**src/hdl/dta_pkg.sv**
```systemverilog
package dta_pkg;

	localparam int TABLE_ENTRIES_DEF = 16;
	localparam int AGE_W             = 24;
	localparam int SLOT_W            = 4;
	localparam int TOTAL_W           = 5;

	localparam logic [31:0]      ANNOUNCE_MAGIC   = 32'h43524D52;
	localparam logic [7:0]       ANNOUNCE_VERSION = 8'd1;
	localparam logic [AGE_W-1:0] TIMEOUT_RESET    = 24'd5000;

	typedef enum logic {
		CMD_ANNOUNCE = 1'b0,
		CMD_TICK     = 1'b1
	} cmd_t;

	typedef enum logic [2:0] {
		STAT_BAD_MAGIC   = 3'd0,
		STAT_BAD_VERSION = 3'd1,
		STAT_UPDATED     = 3'd2,
		STAT_INSERTED    = 3'd3,
		STAT_FULL        = 3'd4,
		STAT_TICK        = 3'd5
	} status_t;

	typedef enum logic {
		S_IDLE = 1'b0,
		S_SCAN = 1'b1
	} state_t;

	typedef struct packed {
		cmd_t        cmd;
		logic [31:0] magic;
		logic [7:0]  version;
		logic [31:0] sender_ip;
		logic [15:0] game_port;
		logic [7:0]  current_players;
		logic [7:0]  max_players;
		logic [7:0]  game_mode;
		logic [15:0] elapsed_ms;
	} in_t;

	typedef struct packed {
		status_t              status;
		logic [SLOT_W-1:0]    slot;
		logic [TOTAL_W-1:0]   entry_total;
		logic [TOTAL_W-1:0]   expired_count;
	} out_t;

	typedef struct packed {
		logic [31:0]      ip;
		logic [15:0]      port;
		logic [7:0]       players_now;
		logic [7:0]       players_cap;
		logic [7:0]       mode;
		logic [AGE_W-1:0] age;
	} entry_t;

	typedef struct packed {
		logic finish;
		out_t res;
	} ctrl_res_t;

endpackage

```
**src/hdl/discovery_table_with_aging_core.sv**
```systemverilog
// channel   | signals                    | handshake
// ----------+----------------------------+-------------------------------------
// request   | start, busy, req           | taken at a clock edge with start & !busy
// result    | done, result               | done high for one cycle, always taken
// config    | cfg_we, cfg_wdata          | timeout_ms written at an edge with cfg_we
//
// an announcement with bad magic or bad version answers on the next cycle and leaves busy low
// other requests scan the entry memory one entry per cycle through its single read port,
// so busy holds for the whole scan and done rises as busy falls
// an update stops the scan at the matching entry
// reset clears the valid bits and the count at once, no clearing pass is needed
// the result register lets a new request be taken while done is still high
module discovery_table_with_aging_core
	import dta_pkg::*;
#(
	parameter int TABLE_ENTRIES = TABLE_ENTRIES_DEF
) (
	input  logic             clk,
	input  logic             arst_n,
	input  logic             start,
	output logic             busy,
	input  in_t              req,
	input  logic             cfg_we,
	input  logic [AGE_W-1:0] cfg_wdata,
	output logic             done,
	output out_t             result
);

	localparam int IDX_W = (TABLE_ENTRIES > 1) ? $clog2(TABLE_ENTRIES) : 1;

	// timeout register
	logic [AGE_W-1:0] timeout_q;

	// entry memory ports
	logic             mem_we;
	logic [IDX_W-1:0] mem_waddr;
	entry_t           mem_wdata;
	logic [IDX_W-1:0] mem_raddr;
	entry_t           mem_rdata;

	ctrl_res_t ctrl_res;

	always_ff @(posedge clk or negedge arst_n) begin
		if (!arst_n) begin
			timeout_q <= TIMEOUT_RESET;
		end else if (cfg_we) begin
			timeout_q <= cfg_wdata;
		end
	end

	// host entries: key, player counts, mode and age
	dta_entry_ram #(
		.DEPTH(TABLE_ENTRIES)
	) u_ram (
		.clk   (clk),
		.we    (mem_we),
		.waddr (mem_waddr),
		.wdata (mem_wdata),
		.raddr (mem_raddr),
		.rdata (mem_rdata)
	);

	// scan sequencer, valid bits and valid count
	dta_scan_ctrl #(
		.TABLE_ENTRIES(TABLE_ENTRIES)
	) u_ctrl (
		.clk        (clk),
		.arst_n     (arst_n),
		.start      (start),
		.req        (req),
		.timeout_ms (timeout_q),
		.busy       (busy),
		.mem_we     (mem_we),
		.mem_waddr  (mem_waddr),
		.mem_wdata  (mem_wdata),
		.mem_raddr  (mem_raddr),
		.mem_rdata  (mem_rdata),
		.ctrl_res   (ctrl_res)
	);

	// result register, one strobe per request
	always_ff @(posedge clk or negedge arst_n) begin
		if (!arst_n) begin
			done <= 1'b0;
		end else begin
			done <= ctrl_res.finish;
		end
	end

	always_ff @(posedge clk) begin
		if (ctrl_res.finish) begin
			result <= ctrl_res.res;
		end
	end

	// a tick always scans the table
	a_tick_scans: assert property (@(posedge clk) disable iff (!arst_n)
		start && !busy && (req.cmd == CMD_TICK) |=> busy)
		else $error("tick request did not start a scan");

	// a valid announcement scans, so no result on the next cycle
	a_scan_no_early_done: assert property (@(posedge clk) disable iff (!arst_n)
		start && !busy && (req.cmd == CMD_ANNOUNCE) && (req.magic == ANNOUNCE_MAGIC) &&
		(req.version == ANNOUNCE_VERSION) |=> !done)
		else $error("announcement answered without a scan");

	// only ticks remove entries
	a_expired_tick_only: assert property (@(posedge clk) disable iff (!arst_n)
		done && (result.status != STAT_TICK) |-> (result.expired_count == '0))
		else $error("expired count on an announcement");

	// an insert leaves at least one entry
	a_insert_total: assert property (@(posedge clk) disable iff (!arst_n)
		done && (result.status == STAT_INSERTED) && (TABLE_ENTRIES < 32) |->
		(result.entry_total != '0))
		else $error("insert with empty table count");

endmodule

```
**src/hdl/dta_entry_ram.sv**
```systemverilog
module dta_entry_ram
	import dta_pkg::*;
#(
	parameter int DEPTH = TABLE_ENTRIES_DEF
) (
	input  logic                                  clk,
	input  logic                                  we,
	input  logic [((DEPTH > 1) ? $clog2(DEPTH) : 1)-1:0] waddr,
	input  entry_t                                wdata,
	input  logic [((DEPTH > 1) ? $clog2(DEPTH) : 1)-1:0] raddr,
	output entry_t                                rdata
);

	entry_t mem [DEPTH];

	always_ff @(posedge clk) begin
		if (we) begin
			mem[waddr] <= wdata;
		end
	end

	// registered read
	always_ff @(posedge clk) begin
		rdata <= mem[raddr];
	end

endmodule

```
**src/hdl/dta_scan_ctrl.sv**
```systemverilog
module dta_scan_ctrl
	import dta_pkg::*;
#(
	parameter int TABLE_ENTRIES = TABLE_ENTRIES_DEF,
	localparam int IDX_W = (TABLE_ENTRIES > 1) ? $clog2(TABLE_ENTRIES) : 1,
	localparam int CNT_W = $clog2(TABLE_ENTRIES + 1)
) (
	input  logic             clk,
	input  logic             arst_n,
	input  logic             start,
	input  in_t              req,
	input  logic [AGE_W-1:0] timeout_ms,
	output logic             busy,
	output logic             mem_we,
	output logic [IDX_W-1:0] mem_waddr,
	output entry_t           mem_wdata,
	output logic [IDX_W-1:0] mem_raddr,
	input  entry_t           mem_rdata,
	output ctrl_res_t        ctrl_res
);

	localparam logic [CNT_W-1:0] CNT_END  = CNT_W'(TABLE_ENTRIES);
	localparam logic [IDX_W-1:0] IDX_LAST = IDX_W'(TABLE_ENTRIES - 1);
	localparam logic [CNT_W-1:0] CNT_ONE  = CNT_W'(1);

	state_t                   state_q, state_d;
	in_t                      req_q;
	logic [CNT_W-1:0]         cnt_q;
	logic                     act_s1;
	logic [IDX_W-1:0]         idx_s1;
	logic [TABLE_ENTRIES-1:0] valid_q;
	logic [CNT_W-1:0]         total_q, total_d;
	logic [CNT_W-1:0]         exp_q, exp_d;
	logic                     have_free_q, have_free_d;
	logic [IDX_W-1:0]         free_q, free_d;

	logic             accept;
	logic             early_drop;
	logic             rd_issue;
	logic             cur_valid;
	logic             key_hit;
	logic             last_s1;
	logic [AGE_W:0]   age_sum;
	logic [AGE_W-1:0] age_new;
	logic             valid_clr;
	logic             valid_set;

	assign busy       = (state_q != S_IDLE);
	assign accept     = start && !busy;
	assign early_drop = (req.cmd == CMD_ANNOUNCE) &&
		((req.magic != ANNOUNCE_MAGIC) || (req.version != ANNOUNCE_VERSION));
	assign rd_issue   = (state_q == S_SCAN) && (cnt_q < CNT_END);
	assign mem_raddr  = cnt_q[IDX_W-1:0];
	assign cur_valid  = valid_q[idx_s1];
	assign key_hit    = (mem_rdata.ip == req_q.sender_ip) && (mem_rdata.port == req_q.game_port);
	assign last_s1    = (idx_s1 == IDX_LAST);
	assign age_sum    = {1'b0, mem_rdata.age} + (AGE_W + 1)'(req_q.elapsed_ms);
	assign age_new    = age_sum[AGE_W] ? {AGE_W{1'b1}} : age_sum[AGE_W-1:0];

	// next state
	always_comb begin
		state_d = state_q;
		case (state_q)
			S_IDLE: begin
				if (accept && !early_drop) begin
					state_d = S_SCAN;
				end
			end
			S_SCAN: begin
				if (ctrl_res.finish) begin
					state_d = S_IDLE;
				end
			end
			default: begin
				state_d = S_IDLE;
			end
		endcase
	end

	// datapath and result
	always_comb begin
		mem_we          = 1'b0;
		mem_waddr       = idx_s1;
		mem_wdata       = mem_rdata;
		valid_clr       = 1'b0;
		valid_set       = 1'b0;
		total_d         = total_q;
		exp_d           = exp_q;
		have_free_d     = have_free_q;
		free_d          = free_q;
		ctrl_res.finish = 1'b0;
		ctrl_res.res    = '0;
		case (state_q)
			S_IDLE: begin
				if (accept && early_drop) begin
					ctrl_res.finish = 1'b1;
					ctrl_res.res.status = (req.magic != ANNOUNCE_MAGIC) ?
						STAT_BAD_MAGIC : STAT_BAD_VERSION;
					ctrl_res.res.entry_total = TOTAL_W'(total_q);
				end
			end
			S_SCAN: begin
				if (act_s1) begin
					if (req_q.cmd == CMD_TICK) begin
						if (cur_valid) begin
							mem_we        = 1'b1;
							mem_wdata.age = age_new;
							if (age_new > timeout_ms) begin
								valid_clr = 1'b1;
								total_d   = total_q - CNT_ONE;
								exp_d     = exp_q + CNT_ONE;
							end
						end
						if (last_s1) begin
							ctrl_res.finish              = 1'b1;
							ctrl_res.res.status          = STAT_TICK;
							ctrl_res.res.entry_total     = TOTAL_W'(total_d);
							ctrl_res.res.expired_count   = TOTAL_W'(exp_d);
						end
					end else begin
						if (cur_valid && key_hit) begin
							// refresh matching host
							mem_we                = 1'b1;
							mem_wdata.players_now = req_q.current_players;
							mem_wdata.age         = '0;
							ctrl_res.finish          = 1'b1;
							ctrl_res.res.status      = STAT_UPDATED;
							ctrl_res.res.slot        = SLOT_W'(idx_s1);
							ctrl_res.res.entry_total = TOTAL_W'(total_q);
						end else begin
							if (!cur_valid && !have_free_q) begin
								have_free_d = 1'b1;
								free_d      = idx_s1;
							end
							if (last_s1) begin
								ctrl_res.finish = 1'b1;
								if (have_free_d) begin
									mem_we                = 1'b1;
									mem_waddr             = free_d;
									mem_wdata.ip          = req_q.sender_ip;
									mem_wdata.port        = req_q.game_port;
									mem_wdata.players_now = req_q.current_players;
									mem_wdata.players_cap = req_q.max_players;
									mem_wdata.mode        = req_q.game_mode;
									mem_wdata.age         = '0;
									valid_set             = 1'b1;
									total_d               = total_q + CNT_ONE;
									ctrl_res.res.status   = STAT_INSERTED;
									ctrl_res.res.slot     = SLOT_W'(free_d);
								end else begin
									ctrl_res.res.status = STAT_FULL;
								end
								ctrl_res.res.entry_total = TOTAL_W'(total_d);
							end
						end
					end
				end
			end
			default: begin
			end
		endcase
	end

	always_ff @(posedge clk or negedge arst_n) begin
		if (!arst_n) begin
			state_q     <= S_IDLE;
			cnt_q       <= '0;
			act_s1      <= 1'b0;
			valid_q     <= '0;
			total_q     <= '0;
			exp_q       <= '0;
			have_free_q <= 1'b0;
		end else begin
			state_q <= state_d;
			total_q <= total_d;
			if (valid_clr) begin
				valid_q[idx_s1] <= 1'b0;
			end
			if (valid_set) begin
				valid_q[free_d] <= 1'b1;
			end
			if (accept) begin
				cnt_q       <= '0;
				act_s1      <= 1'b0;
				exp_q       <= '0;
				have_free_q <= 1'b0;
			end else begin
				if (rd_issue) begin
					cnt_q <= cnt_q + CNT_ONE;
				end
				act_s1      <= rd_issue && !ctrl_res.finish;
				exp_q       <= exp_d;
				have_free_q <= have_free_d;
			end
		end
	end

	always_ff @(posedge clk) begin
		if (accept) begin
			req_q <= req;
		end
		idx_s1 <= cnt_q[IDX_W-1:0];
		free_q <= free_d;
	end

endmodule

```
**config.mk**
```make
export PLATFORM = sky130hd
export DESIGN_NAME = discovery_table_with_aging_core
export DESIGN_NICKNAME = d
export VERILOG_FILES = /design/src/hdl/dta_pkg.sv /design/src/hdl/discovery_table_with_aging_core.sv /design/src/hdl/dta_entry_ram.sv /design/src/hdl/dta_scan_ctrl.sv
export SDC_FILE = /design/constraint.sdc
export NUM_CORES = 2
export LEC_CHECK = 0
export BUFFER_PORTS_ARGS = -buffer_cell sky130_fd_sc_hd__buf_2
export CAP_MARGIN = 20
export CORE_ASPECT_RATIO = 1.25
export CORE_MARGIN = 2
export CORE_UTILIZATION = 52
export CTS_CLUSTER_DIAMETER = 200
export DETAILED_ROUTE_END_ITERATION = 12
export PLACE_DENSITY_LB_ADDON = 0.15
export SYNTH_ARGS = -nofsm -noshare
export SYNTH_HDL_FRONTEND = slang
export SYNTH_SLANG_ARGS = --single-unit
export TNS_END_PERCENT = 100
```
**constraint.sdc**
```tcl
create_clock -name clk -period 7.55 [get_ports clk]
set_input_delay 0 -clock clk [delete_from_list [all_inputs] [get_ports clk]]
set_output_delay 0 -clock clk [all_outputs]
set_load 0.02 [all_outputs]
```
## After elaboration in Yosys (flattened, before gate mapping)

Memories as Yosys holds them, arrays and structs flattened. A register that Yosys moved wholly into a read port is not among the register bits.
Cells that the tools add are included.
W data, S select, Z words.

| word-level totals | value |
|---|---|
| bits of input ports | 157 |
| register bits | 173 |
| logic and storage cells | 168 |
| output and inout bits | 19 |
| memory bits (writable) | 1,536 |
| memories kept | 1 |

Memory list:

| memory | words | width | rd ports | clocked after memory_dff | write ports | RTL line | RTL |
|---|---|---|---|---|---|---|---|
| u_ram.mem | 16 | 96 | 1 | 1 | 1 | dta_entry_ram.sv:14 | `entry_t mem [DEPTH];` |

| operators by class | value |
|---|---|
| reductions and logical operators | 27 |
| muxes and demuxes | 93 |
| equality and inequality tests | 8 |
| add/subtract/negate cells | 5 |
| magnitude comparators | 6 |
| bitwise logic cells | 6 |

Operators by type and width:

| kind | number |
|---|---|
| $mux W96 | 4 |
| $mux W24 | 4 |
| $mux W5 | 17 |
| $mux W72 | 1 |
| $mux W4 | 16 |
| $mux W16 | 3 |
| $mux W48 | 1 |
| $mux W1 | 35 |
| $eq A32 B32 Y1 | 1 |
| $ne A32 B31 Y1 const B | 1 |
| $mux W13 | 2 |
| $add A24 B16 Y25 | 1 |
| $gt A24 B24 Y1 | 1 |
| $mux W18 | 1 |
| $and A16 B16 Y16 | 1 |
| $eq A16 B16 Y1 | 1 |
| $not A16 Y16 | 1 |
| $or A16 B16 Y16 | 1 |
| $add A5 B1 Y5 const B | 3 |
| $reduce_and A4 Y1 | 3 |
| $logic_and A1 B1 Y1 | 11 |
| $lt A4 B5 Y1 const B | 2 |
| $mux W10 | 1 |
| $pmux W5 S2 | 1 |
| other kinds (19) | 32 |

## Longest topological paths before layout

| logic depth | value |
|---|---|
| depth in word-level cells | 18 |
| mapped depth | 21 |
| mapped depth without buffers | 19 |

## Modules after synthesis

From an unflattened synthesis, not the netlist that was laid out.

| unflattened totals | value |
|---|---|
| cell total of the unflattened synthesis | 3,530 |
| area total of the unflattened synthesis | 69,918.3 um^2 |

By module, submodules not included:

| module | cells each | times used | seq. area each (um^2) | area an instance (um^2) |
|---|---|---|---|---|
| dta_entry_ram | 2,460 | 1 | 48,046.1 | 59,355.7 |
| dta_scan_ctrl | 1,001 | 1 | 3,683.5 | 9,023.7 |
| discovery_table_with_aging_core | 69 | 1 | 1,142.3 | 1,539.0 |

## Least setup slack after synthesis

Ideal clock, no wire load.

| timing path | value |
|---|---|
| path type | register to register |
| from | register u_ctrl.idx_s1[0] |
| to | memory u_ram.mem[3][0] (netlist bit) (enable) |
| data required time | 7.047 ns |
| setup time | 0.503 ns |
| period minus slack after synthesis | 5.658 ns |
| slack | 1.892 ns |
| arrival | 5.156 ns |
| cell stages (with the launch flop) | 10 |
| buffers on the path | 2 |
| path through | dfxtp_1 buf_6 mux4_2 mux2i_2 a21o_2 o21ai_0 a31o_1 buf_2 a211o_1 nor2_1 |

| on the way | value |
|---|---|
| word-level cells in the longest chain between the ends | 17 |

Ends and longest elaborated chain:

| what | RTL line | RTL |
|---|---|---|
| start: declaration | dta_scan_ctrl.sv:30 | `logic [IDX_W-1:0] idx_s1;` |
| start signal: assignment | dta_scan_ctrl.sv:202 | `idx_s1 <= cnt_q[IDX_W-1:0];` |
| $bmux W1 S4 | dta_scan_ctrl.sv:54 | `assign cur_valid = valid_q[idx_s1];` |
| $mux W1 (implied by the code) | dta_scan_ctrl.sv:54 |  |
| $logic_not A1 Y1 | dta_scan_ctrl.sv:131 | `if (!cur_valid && !have_free_q) begin` |
| $logic_and A1 B1 Y1 | dta_scan_ctrl.sv:131 |  |
| $mux W1 | dta_scan_ctrl.sv:131 |  |
| $mux W1 | dta_scan_ctrl.sv:121 | `if (cur_valid && key_hit) begin` |
| $mux W1 | dta_scan_ctrl.sv:104 | `if (req_q.cmd == CMD_TICK) begin` |
| $mux W1 | dta_scan_ctrl.sv:103 | `if (act_s1) begin` |
| $mux W1 | dta_scan_ctrl.sv:93 | `case (state_q)` |
| $mux W1 | dta_scan_ctrl.sv:137 | `if (have_free_d) begin` |
| $mux W1 | dta_scan_ctrl.sv:135 | `if (last_s1) begin` |
| $mux W1 | dta_scan_ctrl.sv:121 |  |
| $mux W1 | dta_scan_ctrl.sv:104 |  |
| $mux W1 | dta_scan_ctrl.sv:103 |  |
| $mux W1 | dta_scan_ctrl.sv:93 |  |
| $mux W1 | dta_entry_ram.sv:17 | `if (we) begin` |
| $mux W1 (implied by the code) | dta_entry_ram.sv:18 | `mem[waddr] <= wdata;` |
| end: declaration | dta_entry_ram.sv:14 |  |

Several ways; a longest one is shown, not always the timed one. The select of a mux whose other input is x is not followed.

## Final worst setup path

| timing path | value |
|---|---|
| from | register u_ctrl.req_q[0] (netlist bit) |
| to | register u_ctrl.valid_q[2] |

| on the way | value |
|---|---|
| word-level cells in the longest chain between the ends | 11 |

Ends and longest elaborated chain:

| what | RTL line | RTL |
|---|---|---|
| start: declaration | dta_scan_ctrl.sv:27 | `in_t req_q;` |
| start signal: assignment | dta_scan_ctrl.sv:200 | `req_q <= req;` |
| $add A24 B16 Y25 (*) | dta_scan_ctrl.sv:57 | `assign age_sum = {1'b0, mem_rdata.age} + (AGE_W + 1)'(req_q.elapsed_ms);` |
| $mux W24 (*) | dta_scan_ctrl.sv:58 | `assign age_new = age_sum[AGE_W] ? {AGE_W{1'b1}} : age_sum[AGE_W-1:0];` |
| $gt A24 B24 Y1 (*) | dta_scan_ctrl.sv:108 | `if (age_new > timeout_ms) begin` |
| $mux W1 (*) | dta_scan_ctrl.sv:108 |  |
| $mux W1 (*) | dta_scan_ctrl.sv:105 | `if (cur_valid) begin` |
| $mux W1 (*) | dta_scan_ctrl.sv:104 |  |
| $mux W1 (*) | dta_scan_ctrl.sv:103 |  |
| $mux W1 (*) | dta_scan_ctrl.sv:93 |  |
| $mux W16 (*) | dta_scan_ctrl.sv:176 | `if (valid_clr) begin` |
| $or A16 B16 Y16 (no line) | n/a |  |
| $mux W16 (*) | dta_scan_ctrl.sv:179 | `if (valid_set) begin` |
| end signal: assignment | dta_scan_ctrl.sv:169 | `valid_q <= '0;` |
| end signal: indexed assignment | dta_scan_ctrl.sv:177 | `valid_q[idx_s1] <= 1'b0;` |
| end signal: indexed assignment | dta_scan_ctrl.sv:180 | `valid_q[free_d] <= 1'b1;` |
| end: declaration | dta_scan_ctrl.sv:31 | `logic [TABLE_ENTRIES-1:0] valid_q;` |

Mark *: on every way between the ends. The rest lies on a longest branch, timed or not.
A chain may end at the register's enable or synchronous reset.

==> flow_summary.json <==
{
  "fillers": 7101,
  "worstRegToRegCells": 17,
  "grt_pass1_wl_um": 183000,
  "fin_crit_ns": 6.09,
  "vias": 27152,
  "r2r_slack_ns": 1.46,
  "die_w_um": 292,
  "synth_seq_cells": 1373,
  "ys_types": 75,
  "critPathLaunch": "u_ctrl.req_q[0]",
  "crit_end": "u_ctrl.valid_q[2]",
  "synthArstFlopShare_pct": 4.30,
  "syn-num-nets": 2775,
  "layout.cells.most_common_list": "1234 x edfxtp_1, 364 x mux4_2, 230 x dlygate4sd3_1",
  "detailed_place_hpwl_um": 63000,
  "antenna_found_initial": 1,
  "gp_congestion": 0.831,
  "yosysWarnings": 0,
  "crit_type": "register to register",
  "crit_path_end_kind": "register",
  "clk_pin_slew_worst_paths_ns": 0.06,
  "synth_edf_count": 1234,
  "grt_max_degree": 149,
  "io_buffer_count": 151,
  "syn_avg_cell_area_um2": 20.9,
  "hold_viol": 0,
  "tightest_slew_ns": 1.08,
  "slew_viol_final": 0,
  "regToRegStartpoint": "u_ctrl.req_q[0]",
  "setup-tns-final_ns": 0,
  "place_ws_ns": 1.48,
  "p_seq_share_pct": 44.4,
  "multiInputGateArea_mm2": 0.0131,
  "layout-drive-gt1-share_pct": 27.4,
  "wire_per_inst_um": 27.4,
  "post_cts_buffers": 0,
  "detail_route.wirelength_um": 122000,
  "cp.required_ns": 8.16,
  "comb_power_share_pct": 27.0,
  "top_level_ports": 176,
  "clockBufferDepth": 3,
  "period_share_pct": 80.6,
  "grt_use_total_pct": 23.5,
  "worst_r2r_endpoint": "u_ctrl.valid_q[2]",
  "slew_headroom_pct": 27.7,
  "power_leakage_nw": 20.7,
  "setup_slack_ns": 1.46,
  "synth_area_mm2": 0.0538,
  "p_int_mw": 16.8,
  "totalPowerFinal_mw": 23.7,
  "clock_sinks": 1373,
  "drt_iter0_drc": 2211,
  "worstPathMaxFanout": 22,
  "start_util_pct": 52.6,
  "setup-violations-final": 0,
  "final_nets": 3220,
  "drc": 0,
  "outcome": "finished clean",
  "htree_levels": 4,
  "cts-root-buf": "clkbuf_16",
  "postSynthCellCount": 2573,
  "area.growth.synth_to_final_pct": 17.7,
  "fmax_mhz": 164,
  "power_density_mw_per_mm2": 375,
  "switchingPower_mw": 6.87,
  "yosysSeqAreaShare_pct": 74.7,
  "die_h_um": 364,
  "p_clk_share_pct": 28.6,
  "whs_ns": 0.0585,
  "tritoncts": "built",
  "overflow": 0,
  "drv_cap": 0,
  "synth_ff_type": "edfxtp_1",
  "layout.cells.most_common": "edfxtp_1",
  "register_area_mm2": 0.0402,
  "skew_ns": 0.0301,
  "cts_buffers": 136,
  "worstSkewPairLatency_ns": 0.76,
  "dieArea_mm2": 0.106,
  "arrival_ns": 6.69,
  "final_cells": 4458,
  "dpl.cell_count": 3978,
  "dr.pass1.iters": 6,
  "antenna_left": 0,
  "core_area_mm2": 0.102,
  "hold_class": "primary input to register",
  "rows": 131,
  "rsz0062_at_grt": "false",
  "grt_pass1_vias": 28672,
  "vdd_ir_drop_max_mv": 0.326,
  "swShare_pct": 29.0,
  "viasPerCell": 6.09,
  "cp-start-kind": "register"
}
-- flip-flops by register name (all words and copies together), names as in the netlist --
register	cells
done	1
timeout_q	24
u_ctrl.total_q	5
u_ram.mem	1152
u_ctrl.busy	1
u_ctrl.have_free_q	1
u_ctrl.free_q	4
u_ctrl.idx_s1	4
u_ctrl.cnt_q	5
result	17
u_ctrl.exp_q	5
u_ctrl.valid_q	16
u_ram.rdata	72
u_ctrl.act_s1	1
u_ctrl.req_q	65
-- stage by stage --
stage               util [%]  instance area [µm²]
floorplan                  -                53800
global placement        55.2                56400
detailed placement      55.2                56500
CTS                     61.8                63200
global route            61.9                63300
finish                  61.9                63300
-- routing by layer --
metal	up-vias	GRT usage, %	wire length, µm
met5	-	0	0
met4	0	6.50	2550
met1	14507	31.3	50300
met3	184	3.81	6110
li1	11587	-	-
met2	874	40.6	63000
-- layout make-up --
class	count	area share, %
well taps	1330	2.63
clock inverters	61	1.08
repair buffers	432	5.83
diodes	1	0.00396
inverters	38	0.229
clock buffers	186	6.02
multi-input cells	1037	20.7
flip-flops and latches	1373	63.5
-- timing repair --
item / in CTS / in global routing
resized for setup: 0 / 0
hold buffers: 230 / 0
endpoints found under the hold margin: 160 / 0
-- cell usage after synthesis (21+ instances only) --
| library cell | n | area [µm²] |
|---|---|---|
| a22o_1 | 31 | 272 |
| mux4_2 | 364 | 8200 |
| inv_1 | 37 | 139 |
| nand4_1 | 27 | 169 |
| dfrtp_1 | 54 | 1350 |
| edfxtp_1 | 1234 | 37100 |
| buf_1 | 35 | 131 |
| clkbuf_1 | 73 | 274 |
| mux2_2 | 56 | 631 |
| o21ai_1 | 21 | 105 |
| nor2_1 | 60 | 225 |
| nand3_1 | 21 | 105 |
| a21oi_1 | 28 | 140 |
| o21ai_0 | 63 | 315 |
| xnor2_1 | 61 | 534 |
| ha_1 | 44 | 551 |
| dfxtp_1 | 80 | 1600 |
| nand2_1 | 81 | 304 |
-- worst min path at each step --
stage / from / endpoint / slack, ns / depth (start not counted)
6_report: req[56] / u_ctrl.req_q[56] / 0.06 / 2
5_1_grt: req[56] / u_ctrl.req_q[56] / 0.02 / 2
4_1_cts: req[56] / u_ctrl.req_q[56] / 0.007 / 2
3_5_place_dp: req[71] / u_ctrl.req_q[71] / 0.18 / 1
3_3_place_gp: req[71] / u_ctrl.req_q[71] / 0.18 / 1
2_1_floorplan: arst_n / done / -0.30 / 0
-- worst max-delay path: stages, from the launching register on --
cell and delay [ns]:
edfxtp_1 0.37, ha_1 0.23, fa_1 0.44, a211oi_1 0.35, o21ai_1 0.21, a221oi_2 0.46
o21ai_1 0.18, a21oi_2 0.29, or2_2 0.44, nand2_1 0.12, ha_1 0.32, nand4_1 0.21
nor4_1 0.59, o31ai_1 0.16, a41o_1 0.47, or2_1 0.55, o41ai_1 0.41, o21ai_1 0.13
-- kinds of logic (layout without fill, tap and decap cells) --
logic type | after synthesis | after routing | synth area share [%]
other | 0 | 1 | 0
flip-flops | 1373 | 1373 | 74.7
XOR/XNOR | 71 | 71 | 1.16
adder cells (fa/ha/maj) | 45 | 45 | 1.06
buffers and inverters | 163 | 717 | 1.20
AND/OR/NAND/NOR | 260 | 260 | 2.39
AO/OA/AOI/OAI | 234 | 234 | 2.98
multiplexers | 427 | 427 | 16.6
-- power by group through the flow --
stage | Combinational (mW) | Clock [mW] | Sequential, mW
floorplan | 4.85 | 0 | 10.3
global placement | 6.14 | 0 | 10.7
detailed placement | 6.37 | 0 | 10.7
CTS | 6.48 | 6.92 | 10.5
global route | 6.96 | 7.21 | 10.6
finish | 6.40 | 6.79 | 10.5
Power figures use the tool's default switching activity.
